$ cat config.mk
export PLATFORM = sky130hd
export DESIGN_NAME = well512_generator
export DESIGN_NICKNAME = d
export VERILOG_FILES = /design/src/well512_pkg.sv /design/src/well512_ram.sv /design/src/well512_seq.sv /design/src/well512_dp.sv /design/src/well512_generator.sv
export VERILOG_INCLUDE_DIRS = /design/src /design/src/src
export SDC_FILE = /design/constraint.sdc
export NUM_CORES = 2
export LEC_CHECK = 0
export BUFFER_PORTS_ARGS = -buffer_cell sky130_fd_sc_hd__buf_2
export CORE_MARGIN = 3
export CORE_UTILIZATION = 40
export DETAILED_ROUTE_END_ITERATION = 10
export GPL_TIMING_DRIVEN = 1
export PLACE_DENSITY = 0.55
export SLEW_MARGIN = 5
export SYNTH_ARGS = -nofsm -noshare
export SYNTH_HDL_FRONTEND = slang
export SYNTH_SLANG_ARGS = --single-unit
$ cat constraint.sdc
create_clock -name clock -period 7.9 [get_ports clock]
set_input_delay 1.185 -clock clock [delete_from_list [all_inputs] [get_ports clock]]
set_output_delay 1.185 -clock clock [all_outputs]
set_load 0.005 [all_outputs]
$ cat src/well512_generator_assert.svh
// assertion macros for the well512 generator
`ifndef WELL512_GENERATOR_ASSERT_SVH
`define WELL512_GENERATOR_ASSERT_SVH

`ifndef SYNTH

// check that is masked while reset is high
`define WELL512_CHECK(lbl, prop) \
   lbl: assert property (@(posedge clock) disable iff (reset) prop) \
      else $error("well512_generator: check failed");

// check that also holds across reset
`define WELL512_CHECK_RST(lbl, prop) \
   lbl: assert property (@(posedge clock) prop) \
      else $error("well512_generator: reset check failed");

`else

`define WELL512_CHECK(lbl, prop)
`define WELL512_CHECK_RST(lbl, prop)

`endif

`endif

$ cat src/well512_pkg.sv
// types, constants and microcode table of the well512 generator
`timescale 1ns / 1ps

package well512_pkg;

   localparam int POOL_WORDS = 16;
   localparam int POS_W      = $clog2(POOL_WORDS);
   localparam int WORD_W     = 32;

   localparam logic [WORD_W-1:0] TEMPER_MASK = 32'hDA44_2D24;
   localparam logic [WORD_W-1:0] MIX_ADD     = 32'h7F4A_7C15;
   localparam logic [WORD_W-1:0] MIX_MUL1    = 32'h1CE4_E5B9;
   localparam logic [WORD_W-1:0] MIX_MUL2    = 32'h1331_11EB;

   localparam logic [POS_W-1:0] OFS_13   = POS_W'(13);
   localparam logic [POS_W-1:0] OFS_9    = POS_W'(9);
   localparam logic [POS_W-1:0] CNT_LAST = POS_W'(POOL_WORDS - 1);

   localparam logic CMD_RESEED = 1'b0;
   localparam logic CMD_DRAW   = 1'b1;

   // microcode step addresses
   typedef enum logic [3:0] {
      ST_SEED_ADD  = 4'd0,
      ST_SEED_MIX1 = 4'd1,
      ST_SEED_MIX2 = 4'd2,
      ST_SEED_FIN  = 4'd3,
      ST_SEED_FILL = 4'd4,
      ST_DRAW_RD0  = 4'd5,
      ST_DRAW_RD13 = 4'd6,
      ST_DRAW_RD9  = 4'd7,
      ST_DRAW_RD15 = 4'd8,
      ST_DRAW_UPD  = 4'd9,
      ST_DRAW_OUT  = 4'd10
   } step_type;

   typedef enum logic [1:0] {RD_P, RD_P13, RD_P9, RD_P15} rd_sel_type;
   typedef enum logic [1:0] {CAP_NONE, CAP_A, CAP_B, CAP_C} cap_sel_type;
   typedef enum logic [2:0] {
      ACC_HOLD, ACC_ADD, ACC_MUL1, ACC_MUL2, ACC_FIN, ACC_NV0
   } acc_op_type;
   typedef enum logic [1:0] {WR_NONE, WR_CNT, WR_P_NV1, WR_Q_ACC} wr_sel_type;
   typedef enum logic [1:0] {JMP_NEXT, JMP_LOOP, JMP_END} jmp_type;

   typedef struct packed {
      rd_sel_type  rd_sel;
      cap_sel_type cap_sel;
      acc_op_type  acc_op;
      wr_sel_type  wr_sel;
      logic        cnt_clr;
      logic        cnt_inc;
      logic        pos_step;
      logic        emit;
      jmp_type     jmp;
      step_type    target;
   } ctrl_word_type;

   // sequencer to datapath
   typedef struct packed {
      logic          load;
      logic          fire;
      ctrl_word_type cw;
   } dp_ctrl_type;

   // datapath to sequencer
   typedef struct packed {
      logic cnt_last;
      logic out_full;
   } dp_status_type;

   function automatic ctrl_word_type ucode_rom(input step_type step);
      ctrl_word_type cw;
      cw = '{rd_sel: RD_P, cap_sel: CAP_NONE, acc_op: ACC_HOLD, wr_sel: WR_NONE,
             cnt_clr: 1'b0, cnt_inc: 1'b0, pos_step: 1'b0, emit: 1'b0,
             jmp: JMP_NEXT, target: ST_SEED_ADD};
      unique case (step)
         ST_SEED_ADD: begin
            cw.acc_op  = ACC_ADD;
            cw.cnt_clr = 1'b1;
         end
         ST_SEED_MIX1: cw.acc_op = ACC_MUL1;
         ST_SEED_MIX2: cw.acc_op = ACC_MUL2;
         ST_SEED_FIN:  cw.acc_op = ACC_FIN;
         ST_SEED_FILL: begin
            cw.wr_sel  = WR_CNT;
            cw.cnt_inc = 1'b1;
            cw.jmp     = JMP_LOOP;
            cw.target  = ST_SEED_FILL;
         end
         ST_DRAW_RD0:  cw.rd_sel = RD_P;
         ST_DRAW_RD13: begin
            cw.rd_sel  = RD_P13;
            cw.cap_sel = CAP_A;
         end
         ST_DRAW_RD9: begin
            cw.rd_sel  = RD_P9;
            cw.cap_sel = CAP_B;
         end
         ST_DRAW_RD15: begin
            cw.rd_sel  = RD_P15;
            cw.cap_sel = CAP_C;
         end
         ST_DRAW_UPD: begin
            cw.acc_op = ACC_NV0;
            cw.wr_sel = WR_P_NV1;
         end
         ST_DRAW_OUT: begin
            cw.wr_sel   = WR_Q_ACC;
            cw.pos_step = 1'b1;
            cw.emit     = 1'b1;
            cw.jmp      = JMP_END;
         end
         default: cw.jmp = JMP_END;
      endcase
      return cw;
   endfunction

endpackage

$ cat src/well512_ram.sv
// generic single-port-write ram with registered read
`timescale 1ns / 1ps

module well512_ram #(
   parameter int WIDTH = 32,
   parameter int DEPTH = 16
) (
   input  logic                     clock,
   input  logic                     wr_en,
   input  logic [$clog2(DEPTH)-1:0] wr_addr,
   input  logic [WIDTH-1:0]         wr_data,
   input  logic [$clog2(DEPTH)-1:0] rd_addr,
   output logic [WIDTH-1:0]         rd_data
);

   logic [WIDTH-1:0] mem_ff [DEPTH];
   logic [WIDTH-1:0] rd_data_ff;

   always_ff @(posedge clock) begin
      if (wr_en) begin
         mem_ff[wr_addr] <= wr_data;
      end
      rd_data_ff <= mem_ff[rd_addr];
   end

   assign rd_data = rd_data_ff;

endmodule

$ cat src/well512_seq.sv
// microcode sequencer: step counter, control table and jumps
`timescale 1ns / 1ps

module well512_seq (
   input  logic                      clock,
   input  logic                      reset,
   input  logic                      req_valid,
   output logic                      req_ready,
   input  logic                      req_cmd,
   input  well512_pkg::dp_status_type status,
   output well512_pkg::dp_ctrl_type   ctrl
);

   logic                  busy_ff, busy_in;
   well512_pkg::step_type upc_ff, upc_in;
   well512_pkg::ctrl_word_type cw;
   logic                  accept;
   logic                  fire;

   assign cw        = well512_pkg::ucode_rom(upc_ff);
   assign req_ready = !busy_ff;
   assign accept    = req_valid && !busy_ff;
   // an emitting step waits while the output beat is still held
   assign fire      = busy_ff && !(cw.emit && status.out_full);

   always_comb begin
      busy_in = busy_ff;
      upc_in  = upc_ff;
      if (accept) begin
         busy_in = 1'b1;
         upc_in  = (req_cmd == well512_pkg::CMD_DRAW) ? well512_pkg::ST_DRAW_RD0
                                                      : well512_pkg::ST_SEED_ADD;
      end else if (fire) begin
         unique case (cw.jmp)
            well512_pkg::JMP_NEXT: upc_in = well512_pkg::step_type'(upc_ff + 4'd1);
            well512_pkg::JMP_LOOP: begin
               if (status.cnt_last) begin
                  busy_in = 1'b0;
               end else begin
                  upc_in = cw.target;
               end
            end
            default: busy_in = 1'b0;
         endcase
      end
   end

   always_ff @(posedge clock) begin
      if (reset) begin
         // reset runs the reseed program with a zero seed
         busy_ff <= 1'b1;
         upc_ff  <= well512_pkg::ST_SEED_ADD;
      end else begin
         busy_ff <= busy_in;
         upc_ff  <= upc_in;
      end
   end

   assign ctrl.load = accept;
   assign ctrl.fire = fire;
   assign ctrl.cw   = cw;

endmodule

$ cat src/well512_dp.sv
// datapath: pool ram, operand registers, mixer and output register
`timescale 1ns / 1ps

module well512_dp (
   input  logic                                  clock,
   input  logic                                  reset,
   input  well512_pkg::dp_ctrl_type               ctrl,
   output well512_pkg::dp_status_type             status,
   input  logic [31:0]                           req_seed,
   output logic                                  rsp_valid,
   input  logic                                  rsp_ready,
   output logic [31:0]                           rsp_value
);

   localparam int PW = well512_pkg::POS_W;
   localparam int WW = well512_pkg::WORD_W;

   logic [WW-1:0] acc_ff, acc_in;
   logic [WW-1:0] a_ff, b_ff, c_ff;
   logic [PW-1:0] pos_ff, pos_in;
   logic [PW-1:0] cnt_ff, cnt_in;
   logic          out_valid_ff, out_valid_in;
   logic [WW-1:0] out_value_ff;

   logic [PW-1:0] pos_q;
   logic [PW-1:0] rd_addr, wr_addr;
   logic [WW-1:0] rd_data, wr_data;
   logic          wr_en;
   logic [WW-1:0] z1, z2, nv1, dmix, nv0;
   logic [WW-1:0] mul_a, mul_k, prod;

   assign pos_q = pos_ff - PW'(1);

   well512_ram #(.WIDTH(WW), .DEPTH(well512_pkg::POOL_WORDS)) u_pool (
      .clock  (clock),
      .wr_en  (wr_en),
      .wr_addr(wr_addr),
      .wr_data(wr_data),
      .rd_addr(rd_addr),
      .rd_data(rd_data)
   );

   always_comb begin
      unique case (ctrl.cw.rd_sel)
         well512_pkg::RD_P13: rd_addr = pos_ff + well512_pkg::OFS_13;
         well512_pkg::RD_P9:  rd_addr = pos_ff + well512_pkg::OFS_9;
         well512_pkg::RD_P15: rd_addr = pos_q;
         default:             rd_addr = pos_ff;
      endcase
   end

   // recurrence; rd_data holds the word one step back from the current position
   assign z1   = a_ff ^ b_ff ^ (a_ff << 16) ^ (b_ff << 15);
   assign z2   = c_ff ^ (c_ff >> 11);
   assign nv1  = z1 ^ z2;
   assign dmix = nv1 ^ ((nv1 << 5) & well512_pkg::TEMPER_MASK);
   assign nv0  = rd_data ^ z1 ^ dmix ^ (rd_data << 2) ^ (z1 << 18) ^ (z2 << 28);

   // one shared multiplier for both scramble rounds
   assign mul_a = (ctrl.cw.acc_op == well512_pkg::ACC_MUL1) ? (acc_ff ^ (acc_ff >> 15))
                                                          : (acc_ff ^ (acc_ff >> 13));
   assign mul_k = (ctrl.cw.acc_op == well512_pkg::ACC_MUL1) ? well512_pkg::MIX_MUL1
                                                          : well512_pkg::MIX_MUL2;
   assign prod  = mul_a * mul_k;

   always_comb begin
      wr_en   = ctrl.fire && (ctrl.cw.wr_sel != well512_pkg::WR_NONE);
      wr_addr = cnt_ff;
      wr_data = acc_ff;
      unique case (ctrl.cw.wr_sel)
         well512_pkg::WR_P_NV1: begin
            wr_addr = pos_ff;
            wr_data = nv1;
         end
         well512_pkg::WR_Q_ACC: wr_addr = pos_q;
         default: ;
      endcase
   end

   always_comb begin
      acc_in = acc_ff;
      if (ctrl.load) begin
         acc_in = req_seed;
      end else if (ctrl.fire) begin
         unique case (ctrl.cw.acc_op)
            well512_pkg::ACC_ADD:  acc_in = acc_ff + well512_pkg::MIX_ADD;
            well512_pkg::ACC_MUL1,
            well512_pkg::ACC_MUL2: acc_in = prod;
            well512_pkg::ACC_FIN:  acc_in = acc_ff ^ (acc_ff >> 15);
            well512_pkg::ACC_NV0:  acc_in = nv0;
            default:               acc_in = acc_ff;
         endcase
      end
   end

   always_comb begin
      pos_in = pos_ff;
      cnt_in = cnt_ff;
      if (ctrl.fire && ctrl.cw.pos_step) begin
         pos_in = pos_q;
      end
      if (ctrl.fire && ctrl.cw.cnt_clr) begin
         cnt_in = '0;
      end else if (ctrl.fire && ctrl.cw.cnt_inc) begin
         cnt_in = cnt_ff + PW'(1);
      end
      out_valid_in = out_valid_ff && !rsp_ready;
      if (ctrl.fire && ctrl.cw.emit) begin
         out_valid_in = 1'b1;
      end
   end

   always_ff @(posedge clock) begin
      if (reset) begin
         acc_ff       <= '0;
         pos_ff       <= '0;
         cnt_ff       <= '0;
         out_valid_ff <= 1'b0;
      end else begin
         acc_ff       <= acc_in;
         pos_ff       <= pos_in;
         cnt_ff       <= cnt_in;
         out_valid_ff <= out_valid_in;
      end
   end

   always_ff @(posedge clock) begin
      if (ctrl.fire && ctrl.cw.cap_sel == well512_pkg::CAP_A) begin
         a_ff <= rd_data;
      end
      if (ctrl.fire && ctrl.cw.cap_sel == well512_pkg::CAP_B) begin
         b_ff <= rd_data;
      end
      if (ctrl.fire && ctrl.cw.cap_sel == well512_pkg::CAP_C) begin
         c_ff <= rd_data;
      end
      if (ctrl.fire && ctrl.cw.emit) begin
         out_value_ff <= acc_ff;
      end
   end

   assign status.cnt_last = (cnt_ff == well512_pkg::CNT_LAST);
   assign status.out_full = out_valid_ff && !rsp_ready;
   assign rsp_valid       = out_valid_ff;
   assign rsp_value       = out_value_ff;

endmodule

$ cat src/well512_generator.sv
// top level of the well512 random word generator
// draw: one result beat per accepted beat; the next beat is taken only once the draw program ends
// reseed: 4 scramble steps and 16 pool writes of sequencer work, no result
// pace is set by the single read port of the pool ram and the microcode walk
// reset: synchronous; runs a reseed with seed zero, req_ready low meanwhile
// position resets to zero; result register empty after reset
`timescale 1ns / 1ps

`include "well512_generator_assert.svh"

module well512_generator (
   input  logic        clock,
   input  logic        reset,
   input  logic        req_valid,
   output logic        req_ready,
   input  logic        req_cmd,
   input  logic [31:0] req_seed,
   output logic        rsp_valid,
   input  logic        rsp_ready,
   output logic [31:0] rsp_value
);

   // control word and handshake strobes from the sequencer
   well512_pkg::dp_ctrl_type   dp_ctrl;
   // loop and back-pressure flags from the datapath
   well512_pkg::dp_status_type dp_status;

   // step counter plus microcode table; walks the reseed or draw program
   well512_seq u_seq (
      .clock    (clock),
      .reset    (reset),
      .req_valid(req_valid),
      .req_ready(req_ready),
      .req_cmd  (req_cmd),
      .status   (dp_status),
      .ctrl     (dp_ctrl)
   );

   // pool ram, operand registers, scramble multiplier and result register
   well512_dp u_dp (
      .clock    (clock),
      .reset    (reset),
      .ctrl     (dp_ctrl),
      .status   (dp_status),
      .req_seed (req_seed),
      .rsp_valid(rsp_valid),
      .rsp_ready(rsp_ready),
      .rsp_value(rsp_value)
   );

   // a result beat only appears after the emitting step of a draw
   `WELL512_CHECK(a_rsp_from_emit, $rose(rsp_valid) |-> $past(dp_ctrl.fire && dp_ctrl.cw.emit))
   // a held result beat is never overwritten by a new draw
   `WELL512_CHECK(a_no_overwrite, (rsp_valid && !rsp_ready) |-> !(dp_ctrl.fire && dp_ctrl.cw.emit))
   // the reset reseed pass keeps the input closed right after reset
   `WELL512_CHECK_RST(a_reset_busy, reset |=> !req_ready)

endmodule

* Yosys cells after proc, flatten, opt, wreduce, memory -nomap -nowiden
Memory sizes are Yosys's and may differ from the RTL's. A register that Yosys moved wholly into a read port is not among the register bits. Cells that the tools add are included.
Cells by class: add/sub/neg operators 6, multipliers 1, eq/ne operators 24, multiplexer cells 26, bitwise gates (word level) 14, reductions and logical operators 28
Operator list (count):
- 32-bit bitwise XOR | 10
- 32-bit two-way mux | 4
- 32-bit case mux with 4 select lines | 1
- 32-bit by 31-bit adder with 32-bit output (second input constant) | 1
- 32-bit by 32-bit multiplier with 32-bit output | 1
- 32-bit by 17-bit bitwise XOR with 32-bit output | 1
- 32-bit by 19-bit bitwise XOR with 32-bit output | 1
- 32-bit by 21-bit bitwise XOR with 32-bit output | 1
- 28-bit two-way mux | 1
- 4-bit by 3-bit equality test with 1-bit output (second input constant) | 4
- 4-bit equality test (second input constant) | 4
- 4-bit case mux with 2 select lines | 2
- 3-bit case mux with 5 select lines | 1
- 1-bit logical AND | 12
- 4-bit two-way mux | 3
- 2-bit case mux with 3 select lines | 2
- 4-bit case mux with 3 select lines | 1
- 9-bit OR reduction | 1
- 4-bit by 1-bit adder with 4-bit output (second input constant) | 2
- 4-bit adder (second input constant) | 2
- 2-bit equality test (second input constant) | 4
- 4-bit by 2-bit equality test with 1-bit output (second input constant) | 2
- 3-bit by 2-bit equality test with 1-bit output (second input constant) | 2
- 3-bit equality test (second input constant) | 2
- 21 further kinds | 34
Word-level totals: bits in registers 174, bits in writable memories 512, word-level logic and storage cells 110, memories 1
Memory list:
- u_dp.u_pool.mem_ff | depth 16, bits a word 32, read ports 1, clocked after Yosys merged registers in 1, write ports 1, RTL line well512_ram.sv:16 | logic [WIDTH-1:0] mem_ff [DEPTH];

* Depth between registers and ports, before layout
depth in word-level cells 12, mapped depth 35, mapped depth without buffers 33

* Cells and area by module
Synthesis repeated with hierarchy kept, for this count alone.
Unflattened totals: cell total of the unflattened synthesis 3087, area total of the unflattened synthesis 41970.3 µm²
By module, submodules not included:
- well512_dp | instances 1, cells each 2173, area each 21564.4 µm², sequential area each 4664.5 µm²
- well512_ram | instances 1, cells each 838, area each 19835.3 µm², sequential area each 16015.4 µm²
- well512_seq | instances 1, cells each 76, area each 570.5 µm², sequential area each 100.1 µm²

* Least setup slack after synthesis
Ideal clock, no wire load.
path kind reg-to-reg, start point register u_seq.upc_ff[0], end point register u_dp.acc_ff[30], arrival 8.406 ns, required time 7.814 ns, setup slack -0.592 ns, cell stages (with the launch flop) 32, path buffers 2, cells stage by stage dfxtp_1 > inv_1 > ha_1 > buf_2 > or3b_1 > nor2_1 > clkbuf_1 > a21oi_1 > xnor2_1 > fa_1 > fa_1 > inv_1 > fa_1 > inv_1 > fa_1 > inv_1 > fa_1 > inv_1 > fa_1 > fa_1 > inv_1 > fa_1 > inv_1 > ha_1 > o21a_1 > a2111oi_0 > o2bb2ai_1 > a21oi_1 > o21ai_0 > mux2i_1 > nand2_1 > a211oi_1
Between the ends: longest elaborated chain between the ends 8
Ends and longest elaborated chain:
- from (decl) | RTL line well512_seq.sv:15 | well512_pkg::step_type upc_ff, upc_in;
- from (signal assigned) | RTL line well512_seq.sv:52 | upc_ff <= well512_pkg::ST_SEED_ADD;
- from (signal assigned) | RTL line well512_seq.sv:55 | upc_ff <= upc_in;
- 4-bit equality test (tied with other cells) | RTL line well512_pkg.sv:76 | unique case (step)
- 3-bit case mux with 5 select lines | RTL line well512_pkg.sv:76
- 3-bit by 2-bit equality test with 1-bit output | RTL line well512_dp.sv:60, well512_dp.sv:62, well512_dp.sv:85
- 32-bit two-way mux / 28-bit two-way mux (equally long branches) | RTL line well512_dp.sv:60, well512_dp.sv:62
- 32-bit by 32-bit multiplier with 32-bit output | RTL line well512_dp.sv:64 | assign prod = mul_a * mul_k;
- 32-bit case mux with 4 select lines | RTL line well512_dp.sv:85 | unique case (ctrl.cw.acc_op)
- 32-bit two-way mux | RTL line well512_dp.sv:84 | end else if (ctrl.fire) begin
- 32-bit two-way mux | RTL line well512_dp.sv:82 | if (ctrl.load) begin
- to (signal assigned) | RTL line well512_dp.sv:120 | acc_ff <= acc_in;
- to (decl) | RTL line well512_dp.sv:18 | logic [WW-1:0] acc_ff, acc_in;
Several ways; a longest one is shown, not always the timed one. The select of a mux whose other input is x is not followed. A chain may end at the register's enable or synchronous reset.

* Worst setup path after layout
start point register u_seq.upc_ff[1], end point register u_dp.acc_ff[25]
Same word-level chain as after synthesis.

==> qor.csv <==
stage;metric;value;unit
status;status;complete, but fails checks;
status;failing checks;negative setup slack;
clock_tree;H-tree depth;3;
layout;most common cell after layout, fill and taps aside;edfxtp_1;
global_route;all-layer global routing usage;0.250;
clock_tree;number of buffers created by CTS;78;
yosys;flops & latches, synth;718;
worst_setup_path;R2R setup slack;-330;ps
drt;WL/cell;26.9;microns
hold_path;Worst Hold End;u_dp.a_ff[21]$_DFFE_PP_;
drt;DRT Pass-1 Iters;5;
timing;final setup fails;7;
global_route;vias in the first global route;28076;
worst_setup_path;maximum fanout along the worst path;5;
drt;mean number of vias per cell;5.31;
hold_path;Hold Crit Depth;0;
yosys;Mapped Avg Cell Area;13.4;sq um
layout;Multi-input gate area;20400;sq um
timing;fin crit share;1.04;
timing;RSZ-0062 raised after global routing;yes;
yosys;Synth async-reset ratio;0;
worst_setup_path;Crit-path slowest cell;fa_2;
place;port bufs;70;
clock_tree;worst-skew pair later-pin latency;670;ps
drt;initial DRC count;2038;
worst_setup_path;startpoint types;flip-flop;
clock_tree;CTS tree;done;
drt;post-route DRC violation count;0;
yosys;Synth cell types;81;
floorplanning;Die H;330;microns
worst_setup_path;CP max stage delay;660;ps
yosys;Seq/Total Area, Yosys;0.493;
worst_setup_path;critical path data arrival time;8810;ps
worst_setup_path;Crit. End Element;flip-flop;
global_route;first-pass GRT wire length;196;mm
layout;most frequent cells in the layout;edfxtp_1, inv_1, buf_4;
place;GPL Wtd Cong;0.958;
timing;slew margin rel.;0.147;
yosys;synthesized area;42100;sq um
worst_setup_path;FF-to-FF Start;u_seq.upc_ff[1]$_SDFFE_PP0P_;
timing;maximum clock rate;121;MHz
timing;actual slew at the worst max-slew pin;1270;ps
worst_setup_path;CP Class;reg2reg;
layout;share of cells above drive strength 1;0.258;
layout;Layout Nets;4070;
global_route;initial antenna violation count;5;
floorplanning;Rows;118;
layout;Fill cells;9198;
yosys;Syn. warnings;0;
worst_setup_path;Worst EP required;8480;ps
layout;Seq. cell area;20800;sq um
global_route;largest net degree at the start of global routing;79;
timing;Final Max Slew Viols;0;
floorplanning;starting density of the core;0.405;
place;pre-CTS setup slack;-521;ps
worst_setup_path;crit-path most repeated cell;fa_1;
clock_tree;clk slew on worst S/H paths;70;ps
timing;crit path time final;8230;ps
floorplanning;# IOs;71;
clock_tree;Max clock buf depth;3;
clock_tree;hold_buf cts;0;
drt;Detailed Route WL;134;mm
global_route;grt total ovfl;0;
timing;Final Worst Setup Slack;-330;ps
yosys;Most used DFF post-synth;edfxtp_1;
yosys;Post-Synthesis Cells;3139;
worst_setup_path;cell depth of the worst flop-to-flop path;32;
layout;Area Growth Syn to Fin;20.1;%
yosys;number of synthesized flops with an enable pin;640;
drt;via count;26489;
floorplanning;DIE AREA;109000;sq um
floorplanning;CORE AREA;104000;sq um
worst_setup_path;reg-to-reg endpoint;u_dp.acc_ff[25]$_SDFFE_PP0P_;
clock_tree;clk root buf;clkbuf_16;
hold_path;HP Class;reg2reg;
run;Max Cap Viol;0;
place;hpwl dp;99.2;mm
timing;Fin Hold WS;542;ps
hold_path;HP Start;u_dp.u_pool.rd_data[21]$_DFF_P_;
timing;endpoints failing hold;0;
clock_tree;CTS sink cnt;718;
drt;post-route antenna net violation count;0;
timing;clock skew;51.9;ps
floorplanning;chip width;330;microns
-- per-stage QoR --
| step | setup TNS (ps) | std cells | util | cell area, sq um |
|---|---|---|---|---|
| floorplan | 0 | 3154 | - | 42300 |
| finish | -1240 | 4993 | 0.487 | 50600 |
| CTS | -1120 | 4964 | 0.479 | 49800 |
| global placement | -4290 | 4802 | 0.449 | 46700 |
| global route | -3730 | 4991 | 0.487 | 50600 |
| detailed placement | -5200 | 4802 | 0.449 | 46700 |
-- worst max-delay path: cells and delay by family (launching register included) --
family / cells / cell delay, ps
compound gates: 3 / 290
simple gates: 7 / 1670
flops: 1 / 390
xor+xnor: 1 / 190
buf+inv: 11 / 1040
fa+ha+maj: 10 / 4570
-- state kept, by name, indices dropped and copies added (netlist names) --
register             count
u_dp.u_pool.mem_ff     512
u_dp.a_ff               32
u_dp.acc_ff             32
u_dp.b_ff               32
u_dp.c_ff               32
u_dp.rsp_value          32
u_dp.u_pool.rd_data     32
u_dp.cnt_ff              4
u_dp.pos_ff              4
u_seq.upc_ff             4
u_dp.rsp_valid           1
u_seq.busy_ff            1
-- cells by family after synthesis --
kind of cell	share of synthesized area
AO/OA/AOI/OAI	0.0654
XOR/XNOR	0.0701
buffers and inverters	0.0502
multiplexers	0.0713
flip-flops	0.493
other	0.000178
adder cells (fa/ha/maj)	0.197
AND/OR/NAND/NOR	0.0524
-- repair_timing --
item | in CTS | in global routing
pin swaps | 56 | 104
cloned | 0 | 1
gates resized for setup | 86 | 130
setup endpoints to repair | 18 | 18
setup buffers | 16 | 27
-- synthesized netlist by cell type (6+ instances only) --
master | n | share of area
a211oi_1 | 46 | 0.0082
a21o_1 | 11 | 0.0020
a21oi_1 | 94 | 0.011
a221oi_1 | 16 | 0.0033
a311oi_1 | 6 | 0.0012
a31oi_1 | 40 | 0.0059
and2_1 | 38 | 0.0056
and3_1 | 7 | 0.0010
buf_1 | 9 | 0.00080
buf_2 | 25 | 0.0030
clkbuf_1 | 113 | 0.010
dfxtp_1 | 78 | 0.037
edfxtp_1 | 640 | 0.46
fa_1 | 292 | 0.14
ha_1 | 196 | 0.058
inv_1 | 406 | 0.036
mux2i_1 | 12 | 0.0029
mux4_2 | 128 | 0.068
nand2_1 | 237 | 0.021
nand2b_1 | 15 | 0.0022
nand3_1 | 16 | 0.0019
nor2_1 | 108 | 0.0096
nor2b_1 | 9 | 0.0013
nor3_1 | 21 | 0.0025
o211ai_1 | 7 | 0.0012
o21a_1 | 9 | 0.0016
o21ai_0 | 103 | 0.012
o21bai_1 | 12 | 0.0021
o221ai_1 | 16 | 0.0033
o22ai_1 | 9 | 0.0013
or3_1 | 7 | 0.0010
xnor2_1 | 250 | 0.052
xor2_1 | 74 | 0.015
-- per-layer routing --
| metal | wire [microns] | GRT usage |
|---|---|---|
| met2 | 68100 | 0.438 |
| met4 | 5380 | 0.0859 |
| met3 | 5570 | 0.0257 |
| met1 | 55300 | 0.325 |
| met5 | 13 | 0 |
-- cell type report --
type | count | share of cell area
inverter | 406 | 0.0303
sequential | 718 | 0.411
clock buffer | 108 | 0.0438
tap | 1380 | 0.0341
timing repair buffer | 459 | 0.0686
clock inverter | 38 | 0.00878
multi-input combinational | 1882 | 0.403
antenna | 2 | 0.0000989
-- worst max-delay path by stage --
stage,from,to,slack (ps)
floorplan,u_seq.upc_ff[0]$_SDFFE_PP0P_,u_dp.acc_ff[21]$_SDFFE_PP0P_,1
global placement,u_seq.upc_ff[0]$_SDFFE_PP0P_,u_dp.acc_ff[26]$_SDFFE_PP0P_,-450
detailed placement,u_seq.upc_ff[0]$_SDFFE_PP0P_,u_dp.acc_ff[25]$_SDFFE_PP0P_,-520
CTS,u_seq.upc_ff[0]$_SDFFE_PP0P_,u_dp.acc_ff[25]$_SDFFE_PP0P_,-200
global route,u_seq.upc_ff[1]$_SDFFE_PP0P_,u_dp.acc_ff[25]$_SDFFE_PP0P_,-520
finish,u_seq.upc_ff[1]$_SDFFE_PP0P_,u_dp.acc_ff[25]$_SDFFE_PP0P_,-330
Power is left out: the tool's default activity adds up to more than one toggle a clock period on the data nets, which glitch-free logic cannot reach.
